[src/hw/rtl/assert_macros.svh]
// Assertion macros used by the expander RTL.
`ifndef ASSERT_MACROS_SVH
`define ASSERT_MACROS_SVH
// Implication checked every clock outside reset.
`define ASSERT_IMPL(label, ante, cons) \
  label: assert property (@(posedge clk) disable iff (rst) (ante) |-> (cons)) \
    else $error("assertion failed");
// Implication checked on the following clock outside reset.
`define ASSERT_NEXT(label, ante, cons) \
  label: assert property (@(posedge clk) disable iff (rst) (ante) |=> (cons)) \
    else $error("assertion failed");
`endif

[src/hw/rtl/qbve_pkg.sv]
// Package with constants and types of the quad expander.
package qbve_pkg;
  localparam int MaxQuads = 8192;
  localparam int TexSlots = 32;
  localparam int SlotW = $clog2(TexSlots);
  localparam int CntW = $clog2(TexSlots + 1);
  localparam int IdxW = $clog2(6 * MaxQuads + 7);
  localparam logic [IdxW-1:0] IdxFull = IdxW'(6 * MaxQuads);
  localparam logic [1:0] CmdBegin = 2'd0;
  localparam logic [1:0] CmdDraw = 2'd1;
  localparam logic [1:0] CmdEnd = 2'd2;
  localparam logic [17:0] SinA = 18'd102944;
  localparam logic [17:0] SinB = 18'd42047;
  localparam logic [17:0] SinC = 18'd4640;

  typedef enum logic [3:0] {
    ST_IDLE, ST_SIN, ST_COS, ST_CHKFULL, ST_SEARCH, ST_ALLOC,
    ST_MUL, ST_EMIT, ST_DRAW
  } state_t;

  typedef enum logic [2:0] {
    SN_IDLE, SN_SQ, SN_C, SN_B, SN_A
  } sin_step_t;

  typedef struct packed {
    logic start;
    logic sel;
    logic [1:0] term;
  } mul_ctl_t;
endpackage

[src/hw/rtl/quad_batch_vertex_expander_unit.sv]
// Quad batch vertex expander: one draw command becomes up to five result items.
// Begin scene and unknown commands emit no item; end scene emits one batch item, marked last.
// A draw quad computes sine then cosine, checks the batch, and for each of the four
// corners runs four multiply terms and emits a vertex item; texture 0 skips the slot search.
// A slot search tests the bound slots from slot 1 in turn and binds a new slot if none matches.
// Reset (rst, synchronous) empties the batch: index count 0, one slot bound.
module quad_batch_vertex_expander_unit (
  input logic clk,
  input logic rst,
  input logic in_valid,
  output logic in_stall,
  input logic [1:0] command,
  input logic signed [23:0] center_x,
  input logic signed [23:0] center_y,
  input logic signed [23:0] center_z,
  input logic signed [23:0] width,
  input logic signed [23:0] height,
  input logic [11:0] angle,
  input logic [15:0] texture_id,
  input logic [31:0] rgba,
  input logic [15:0] tiling,
  output logic out_valid,
  input logic out_stall,
  output logic kind,
  output logic signed [23:0] vert_x,
  output logic signed [23:0] vert_y,
  output logic signed [23:0] vert_z,
  output logic [31:0] vert_rgba,
  output logic tex_u,
  output logic tex_v,
  output logic [4:0] slot,
  output logic [15:0] vert_tiling,
  output logic [15:0] batch_indices,
  output logic [5:0] batch_slots,
  output logic last
);
  import qbve_pkg::*;
  `include "assert_macros.svh"

  state_t state, state_next;
  logic [IdxW-1:0] index_total, index_total_next;
  logic [CntW-1:0] slots_used, slots_used_next;
  logic [15:0] slot_tex [TexSlots];
  logic [15:0] slot_rd;
  logic [CntW-1:0] scan, scan_next;
  logic [SlotW-1:0] cur_slot, cur_slot_next;
  logic [1:0] corner, corner_next;
  logic [1:0] term, term_next;
  logic signed [13:0] sin_r, cos_r;
  logic signed [23:0] px, py, pz, w, h;
  logic [15:0] tex, til;
  logic [31:0] col;
  logic [11:0] ang;
  logic tex_wr;
  mul_ctl_t mctl;
  logic signed [13:0] coef;
  logic signed [24:0] offs;
  logic signed [39:0] acc;
  logic signed [24:0] dx, dy;
  logic signed [39:0] rx_r;
  logic load_out;
  logic out_kind, out_last;
  sin_step_t sn_step, sn_step_next;
  logic sn_start, sn_done;
  logic [11:0] sn_a;
  logic [10:0] sn_r;
  logic sn_neg;
  logic [11:0] sn_t2;
  logic [17:0] sn_x, sn_opa, sn_hi, sn_mag;
  logic [11:0] sn_opb;
  logic [29:0] sn_prod;
  logic [12:0] sn_lim;
  logic signed [13:0] sn_res;

  assign in_stall = (state != ST_IDLE) || out_valid;
  assign dx = (corner == 2'd0 || corner == 2'd3) ? -25'(w) : 25'(w);
  assign dy = corner[1] ? 25'(h) : -25'(h);

  assign sn_a = (state == ST_IDLE) ? angle : ang + 12'd1024;
  assign sn_prod = sn_opa * sn_opb;
  assign sn_hi = 18'(sn_prod >> 10);
  assign sn_mag = (sn_hi + 18'd8) >> 4;
  assign sn_lim = (sn_mag > 18'd4096) ? 13'd4096 : sn_mag[12:0];
  assign sn_res = sn_neg ? -$signed({1'b0, sn_lim}) : $signed({1'b0, sn_lim});

  always_comb begin
    sn_step_next = sn_step;
    sn_opa = '0;
    sn_opb = '0;
    case (sn_step)
      SN_IDLE: begin
        if (sn_start) sn_step_next = SN_SQ;
      end
      SN_SQ: begin sn_opa = 18'(sn_r); sn_opb = 12'(sn_r); sn_step_next = SN_C; end
      SN_C: begin sn_opa = SinC; sn_opb = sn_t2; sn_step_next = SN_B; end
      SN_B: begin sn_opa = sn_x; sn_opb = sn_t2; sn_step_next = SN_A; end
      SN_A: begin sn_opa = sn_x; sn_opb = 12'(sn_r); sn_step_next = SN_IDLE; end
      default: sn_step_next = SN_IDLE;
    endcase
  end

  always_comb begin
    mctl = '0;
    coef = cos_r;
    offs = dx;
    // Terms: 0 c*dx, 1 -s*dy (x); 2 s*dx, 3 c*dy (y).
    case (term)
      2'd0: begin coef = cos_r; offs = dx; mctl.start = 1'b1; end
      2'd1: begin coef = sin_r; offs = dy; mctl.term = 2'd1; mctl.sel = 1'b1; end
      2'd2: begin coef = sin_r; offs = dx; mctl.start = 1'b1; end
      2'd3: begin coef = cos_r; offs = dy; mctl.term = 2'd1; end
      default: begin coef = cos_r; offs = dx; end
    endcase
    if (state != ST_MUL) mctl = '0;
  end

  qbve_mac u_mac (.clk(clk), .rst(rst), .ctl(mctl), .coef(coef), .offs(offs), .acc(acc));

  function automatic logic signed [23:0] fin(input logic signed [23:0] p,
                                             input logic signed [39:0] v);
    logic signed [39:0] t;
    logic signed [27:0] s;
    t = (v + 40'sd4096) >>> 13;
    s = 28'(p) + 28'(t);
    if (s > 28'sd8388607) fin = 24'sd8388607;
    else if (s < -28'sd8388608) fin = -24'sd8388608;
    else fin = s[23:0];
  endfunction

  always_comb begin
    state_next = state;
    index_total_next = index_total;
    slots_used_next = slots_used;
    scan_next = scan;
    cur_slot_next = cur_slot;
    corner_next = corner;
    term_next = term;
    tex_wr = 1'b0;
    load_out = 1'b0;
    out_kind = 1'b0;
    out_last = 1'b0;
    sn_start = 1'b0;
    case (state)
      ST_IDLE: begin
        if (in_valid && !in_stall) begin
          case (command)
            CmdBegin: begin index_total_next = '0; slots_used_next = CntW'(1); end
            CmdDraw: begin state_next = ST_SIN; sn_start = 1'b1; end
            CmdEnd: begin load_out = 1'b1; out_kind = 1'b1; out_last = 1'b1; end
            default: state_next = ST_IDLE;
          endcase
        end
      end
      ST_SIN: begin
        if (sn_done) begin
          sn_start = 1'b1;
          state_next = ST_COS;
        end
      end
      ST_COS: begin
        if (sn_done) state_next = ST_CHKFULL;
      end
      ST_CHKFULL: begin
        if (!out_valid) begin
          if (index_total >= IdxFull) begin
            load_out = 1'b1; out_kind = 1'b1;
            index_total_next = '0; slots_used_next = CntW'(1);
          end
          scan_next = CntW'(1);
          cur_slot_next = '0;
          state_next = (tex == 16'd0) ? ST_MUL : ST_SEARCH;
          term_next = '0; corner_next = '0;
        end
      end
      ST_SEARCH: begin
        if (scan >= slots_used || scan >= CntW'(TexSlots)) begin
          state_next = ST_ALLOC;
        end else if (slot_rd == tex) begin
          cur_slot_next = scan[SlotW-1:0];
          state_next = ST_MUL;
        end else begin
          scan_next = scan + CntW'(1);
        end
      end
      ST_ALLOC: begin
        if (!out_valid) begin
          if (slots_used >= CntW'(TexSlots)) begin
            load_out = 1'b1; out_kind = 1'b1;
            index_total_next = '0;
            slots_used_next = CntW'(2);
            cur_slot_next = SlotW'(1);
          end else begin
            cur_slot_next = slots_used[SlotW-1:0];
            slots_used_next = slots_used + CntW'(1);
          end
          tex_wr = 1'b1;
          state_next = ST_MUL;
        end
      end
      ST_MUL: begin
        term_next = term + 2'd1;
        if (term == 2'd3) state_next = ST_EMIT;
      end
      ST_EMIT: begin
        if (!out_valid) begin
          load_out = 1'b1;
          out_last = (corner == 2'd3);
          corner_next = corner + 2'd1;
          if (corner == 2'd3) begin
            index_total_next = index_total + IdxW'(6);
            state_next = ST_IDLE;
          end else begin
            state_next = ST_MUL;
          end
        end
      end
      default: state_next = ST_IDLE;
    endcase
  end

  always_ff @(posedge clk) begin
    if (rst) begin
      state <= ST_IDLE;
      index_total <= '0;
      slots_used <= CntW'(1);
      out_valid <= 1'b0;
      sn_step <= SN_IDLE;
      sn_done <= 1'b0;
    end else begin
      state <= state_next;
      index_total <= index_total_next;
      slots_used <= slots_used_next;
      sn_step <= sn_step_next;
      sn_done <= (sn_step == SN_A);
      if (load_out) out_valid <= 1'b1;
      else if (!out_stall) out_valid <= 1'b0;
    end
  end

  always_ff @(posedge clk) begin
    if (sn_step == SN_IDLE && sn_start) begin
      sn_r <= sn_a[10] ? 11'd1024 - 11'(sn_a[9:0]) : 11'(sn_a[9:0]);
      sn_neg <= sn_a[11];
    end
    if (sn_step == SN_SQ) sn_t2 <= 12'(sn_prod >> 10);
    if (sn_step == SN_C) sn_x <= SinB - sn_hi;
    if (sn_step == SN_B) sn_x <= SinA - sn_hi;
    if (sn_step == SN_A && state == ST_SIN) sin_r <= sn_res;
    if (sn_step == SN_A && state == ST_COS) cos_r <= sn_res;
  end

  always_ff @(posedge clk) begin
    scan <= scan_next;
    cur_slot <= cur_slot_next;
    corner <= corner_next;
    term <= term_next;
    if (tex_wr) slot_tex[cur_slot_next] <= tex;
    slot_rd <= slot_tex[scan_next[SlotW-1:0]];
    if (state == ST_MUL && term == 2'd2) rx_r <= acc;
    if (state == ST_IDLE && in_valid && !in_stall) begin
      px <= center_x; py <= center_y; pz <= center_z;
      w <= width; h <= height; ang <= angle; tex <= texture_id;
      col <= rgba; til <= tiling;
    end
    if (load_out) begin
      kind <= out_kind;
      last <= out_last;
      if (out_kind) begin
        vert_x <= '0; vert_y <= '0; vert_z <= '0; vert_rgba <= '0;
        tex_u <= 1'b0; tex_v <= 1'b0; slot <= '0; vert_tiling <= '0;
        batch_indices <= 16'(index_total);
        batch_slots <= 6'(slots_used);
      end else begin
        vert_x <= fin(px, rx_r);
        vert_y <= fin(py, acc);
        vert_z <= pz;
        vert_rgba <= col;
        tex_u <= (corner == 2'd1) || (corner == 2'd2);
        tex_v <= corner[1];
        slot <= 5'(cur_slot);
        vert_tiling <= til;
        batch_indices <= '0;
        batch_slots <= '0;
      end
    end
  end

  `ASSERT_IMPL(a_busy_stalls, state != ST_IDLE, in_stall)
  `ASSERT_NEXT(a_slots_bound, state == ST_ALLOC && !out_valid, slots_used >= CntW'(2))
  `ASSERT_IMPL(a_slots_range, 1'b1, slots_used >= CntW'(1) && slots_used <= CntW'(TexSlots))
endmodule

[src/hw/rtl/qbve_mac.sv]
// Shared multiply-accumulate unit for the rotated corner offsets.
module qbve_mac (
  input logic clk,
  input logic rst,
  input qbve_pkg::mul_ctl_t ctl,
  input logic signed [13:0] coef,
  input logic signed [24:0] offs,
  output logic signed [39:0] acc
);
  import qbve_pkg::*;
  logic signed [38:0] prod;
  logic signed [39:0] acc_next;
  assign prod = coef * offs;
  always_comb begin
    acc_next = acc;
    if (ctl.start) begin
      acc_next = (ctl.sel) ? -40'(prod) : 40'(prod);
    end else if (ctl.term != 2'd0) begin
      acc_next = ctl.sel ? acc - 40'(prod) : acc + 40'(prod);
    end
  end
  always_ff @(posedge clk) begin
    if (rst) begin
      acc <= '0;
    end else begin
      acc <= acc_next;
    end
  end
endmodule
[config.mk]
export PLATFORM = sky130hd
export DESIGN_NAME = quad_batch_vertex_expander_unit
export DESIGN_NICKNAME = d
export VERILOG_FILES = /design/src/hw/rtl/qbve_pkg.sv /design/src/hw/rtl/quad_batch_vertex_expander_unit.sv /design/src/hw/rtl/qbve_mac.sv
export VERILOG_INCLUDE_DIRS = /design/src /design/src/hw/rtl
export SDC_FILE = /design/constraint.sdc
export NUM_CORES = 2
export LEC_CHECK = 0
export BUFFER_PORTS_ARGS = -buffer_cell sky130_fd_sc_hd__buf_4
export CORE_ASPECT_RATIO = 0.8
export CORE_MARGIN = 1.5
export CORE_UTILIZATION = 55
export CTS_CLUSTER_SIZE = 30
export DETAILED_ROUTE_END_ITERATION = 10
export HOLD_SLACK_MARGIN = 0.15
export PLACE_DENSITY_LB_ADDON = 0.08
export SKIP_LAST_GASP = 1
export SLEW_MARGIN = 20
export SYNTH_ARGS = -nofsm -noshare
export SYNTH_HDL_FRONTEND = slang
export SYNTH_SLANG_ARGS = --single-unit
[constraint.sdc]
create_clock -name clk -period 34 [get_ports clk]
set_input_delay 3.4 -clock clk [delete_from_list [all_inputs] [get_ports clk]]
set_output_delay 3.4 -clock clk [all_outputs]
set_load 0.01 [all_outputs]
==> run summary <==
# fillers = 9950
Register bit total from synthesis = 1056
Asr flop ratio synth = 0
Final instance area = 76350 µm²
TritonCTS clock tree = done
Layout cells sized above 1 = 0.1142
Die Height = 318.1 µm
Gr ovfl total = 0
Total Power = 6.022 mW
Pint = 3.410 mW
Post-synth cell types = 105
Row count = 115
IO Port Bufs = 353
Peak Freq = 81.03 MHz
Kind of critical path = reg -> reg
Slew @ Worst Pin = 1.151 ns
TNS Setup = 0 ns
I/O pins = 355
Clock Tree Root = clkbuf_16
Switching share of power = 0.4337
Final nets = 7535
Post-synth top area share = 0.4228
Final count of pins violating max slew = 0
Crit-path max cell delay = 1.01 ns
Post-synth top area cell = edfxtp_1
Synth top cells by count = edfxtp_1, nand2_1, inv_1
Gate power share = 0.562
CP most frequent cell = fa_1
Outcome = finished, final reports clean
Clock latency on the worst-skew pair = 0.74 ns
Synth Cell Area = 68250 µm²
Initial DRT Pass Iterations = 8
Wire per inst = 21.60 µm
TritonCTS buffer count = 104
Seq pwr share = 0.245
Worst EP required = 34.63 ns
P_sw = 2.612 mW
PD cells = 78.87 nW/µm²
DIE WIDTH = 396.8 µm
HPWL Detailed = 128200 µm
Cells after synthesis = 6273
CP Max Fanout = 27
DRT iter0 DRCs = 4708
Synth-to-layout area growth = 11.86%
DR vias = 48110
Area contributors post-synth = edfxtp_1, fa_1, ha_1
VDD IR max = 0.1043 mV
Worst clock skew = 0.05366 ns
Post-synth net total = 7228
M2 GR Usage = 0.4144
H-tree depth = 3
Initial antenna violation count = 5
Crit. End Element = flip-flop
Place WS = 21.76 ns
Leak = 31.19 nW
DRC viols = 0
Tmin final = 12.34 ns
CP Launch Type = flip-flop
Storage cell area = 30760 µm²
Max clock buf depth = 3
Max-slew headroom = 0.2323
First-pass GRT wire length = 277900 µm
Synth Warn # = 0
CP max-delay cell = ha_1
Worst EP arrival = 12.97 ns
Syn Area/Cell = 10.88 µm²
Vias in the first global route = 46780
RSZ-0062 raised after global routing = no
Fin crit share = 0.3630
Largest net degree at the start of global routing = 132
Main synth FF type = edfxtp_1
Vias per std cell = 5.794
Final hold vios = 0
Routed WL = 179400 µm
GR Util met3 = 0.05644
Post-synth EDFFs = 961
Top-count cell post-synth = edfxtp_1
Met1 usage in global routing = 0.4393
GPL Wtd Cong = 0.9013
Instance area after placement = 72910 µm²
Clock Sinks = 1056
Initial core utilization = 0.5548
Area of the multi-input gates = 34240 µm²
Seq/Total Area, Yosys = 0.4507
PnR worst setup slack = 21.66 ns
Final Setup Violations = 0
Post CTS Setup Buffer Count = 0
Reg clk slew, reported paths = 0.06 ns
Hold_buf cts = 0
Worst Hold Class = reg -> reg
Tot GR Track Use = 0.2849
Die area = 126200 µm²
Max-cap violations = 0
CTS resizes = 0
Core area = 123000 µm²
Global routing's busiest layer = met1
Antenna viol nets, final = 0
Clock power frac = 0.194
[metal layers]
| metal | vias up | share of wire | routed length (µm) |
|---|---|---|---|
| met5 | - | 0.000072 | 13 |
| met4 | 2 | 0.022 | 3890 |
| met3 | 229 | 0.085 | 15190 |
| met2 | 1819 | 0.43 | 78010 |
| met1 | 23810 | 0.46 | 82260 |
| li1 | 22250 | - | - |
[sequential cells by signal, indices dropped and copies added (netlist names), 28 cells and up]
register   cells
slot_tex     512
u_mac.acc     40
vert_rgba     32
col           32
rx_r          28
[kinds of logic after synthesis]
kind of cell / synth area share
XOR/XNOR: 0.04836
other: 0.00005494
multiplexers: 0.02490
adder cells (fa/ha/maj): 0.1917
AND/OR/NAND/NOR: 0.1424
AO/OA/AOI/OAI: 0.09172
buffers and inverters: 0.05016
flip-flops: 0.4507
[worst max-delay path, delay by kind of cell, from the launching register on]
kind | cells | cell delay (ns)
DFF | 1 | 0.71
adders and majority gates | 9 | 4.53
AOI/OAI and AO/OA | 15 | 3.34
muxes | 2 | 0.96
and+or+nand+nor | 6 | 1.75
xor gates and xnor gates | 4 | 0.81
buffers and inverters | 3 | 0.16
[cell usage in the layout, fill, tap and decap left out, drive strengths merged, types with 56 or more instances in the layout]
master,Yosys,final
nor2,579,579
o21ai,165,165
inv,643,652
xnor2,247,247
a21o,105,105
ha,265,265
and3,210,210
buf,32,458
edfxtp,961,961
xor2,126,126
and2,62,62
a21oi,205,205
dfxtp,95,95
nand2,880,880
a31oi,56,56
nor3,92,92
fa,488,488
a311oi,62,62
clkbuf,225,120
[cell type report]
cell class                      instances  area share
Inverter                              645     0.03187
Tap cell                             1638     0.02684
Timing Repair Buffer                  458     0.04503
Multi-Input combinational cell       4315      0.4485
Clock inverter                         71    0.009964
Antenna cell                            1  0.00003278
Clock buffer                          120     0.03487
Sequential cell                      1056      0.4029
[path summary, 6_finish.rpt]
path	cells past startpoint	slack, ns	from	end
setup reg to reg	39	21.66	corner[1]	u_mac.acc[39]
hold reg to reg	2	0.49	u_mac.acc[6]	u_mac.acc[6]
setup / recovery	39	21.66	corner[1]	u_mac.acc[39]
hold / removal	2	0.49	u_mac.acc[6]	u_mac.acc[6]
[metrics by stage]
step                      instances  hold WS (ns)    util
after CTS                      8303        0.4885  0.6205
after global placement         8112        0.4676  0.5927
after detailed placement       8112        0.4795  0.5927
after global routing           8304        0.5229  0.6206
final                          8304        0.4934  0.6206
after floorplan                6273        0.4362       -
[power groups by stage]
stage               combinational [mW]  clock, mW  sequential, mW
finish                            3.38       1.17            1.47
global route                      3.77       1.23            1.48
CTS                               3.35       1.18            1.47
detailed placement                3.33          0            1.50
global placement                  3.31          0            1.50
floorplan                         2.54          0            1.51
(Power assumes the default switching activity.)
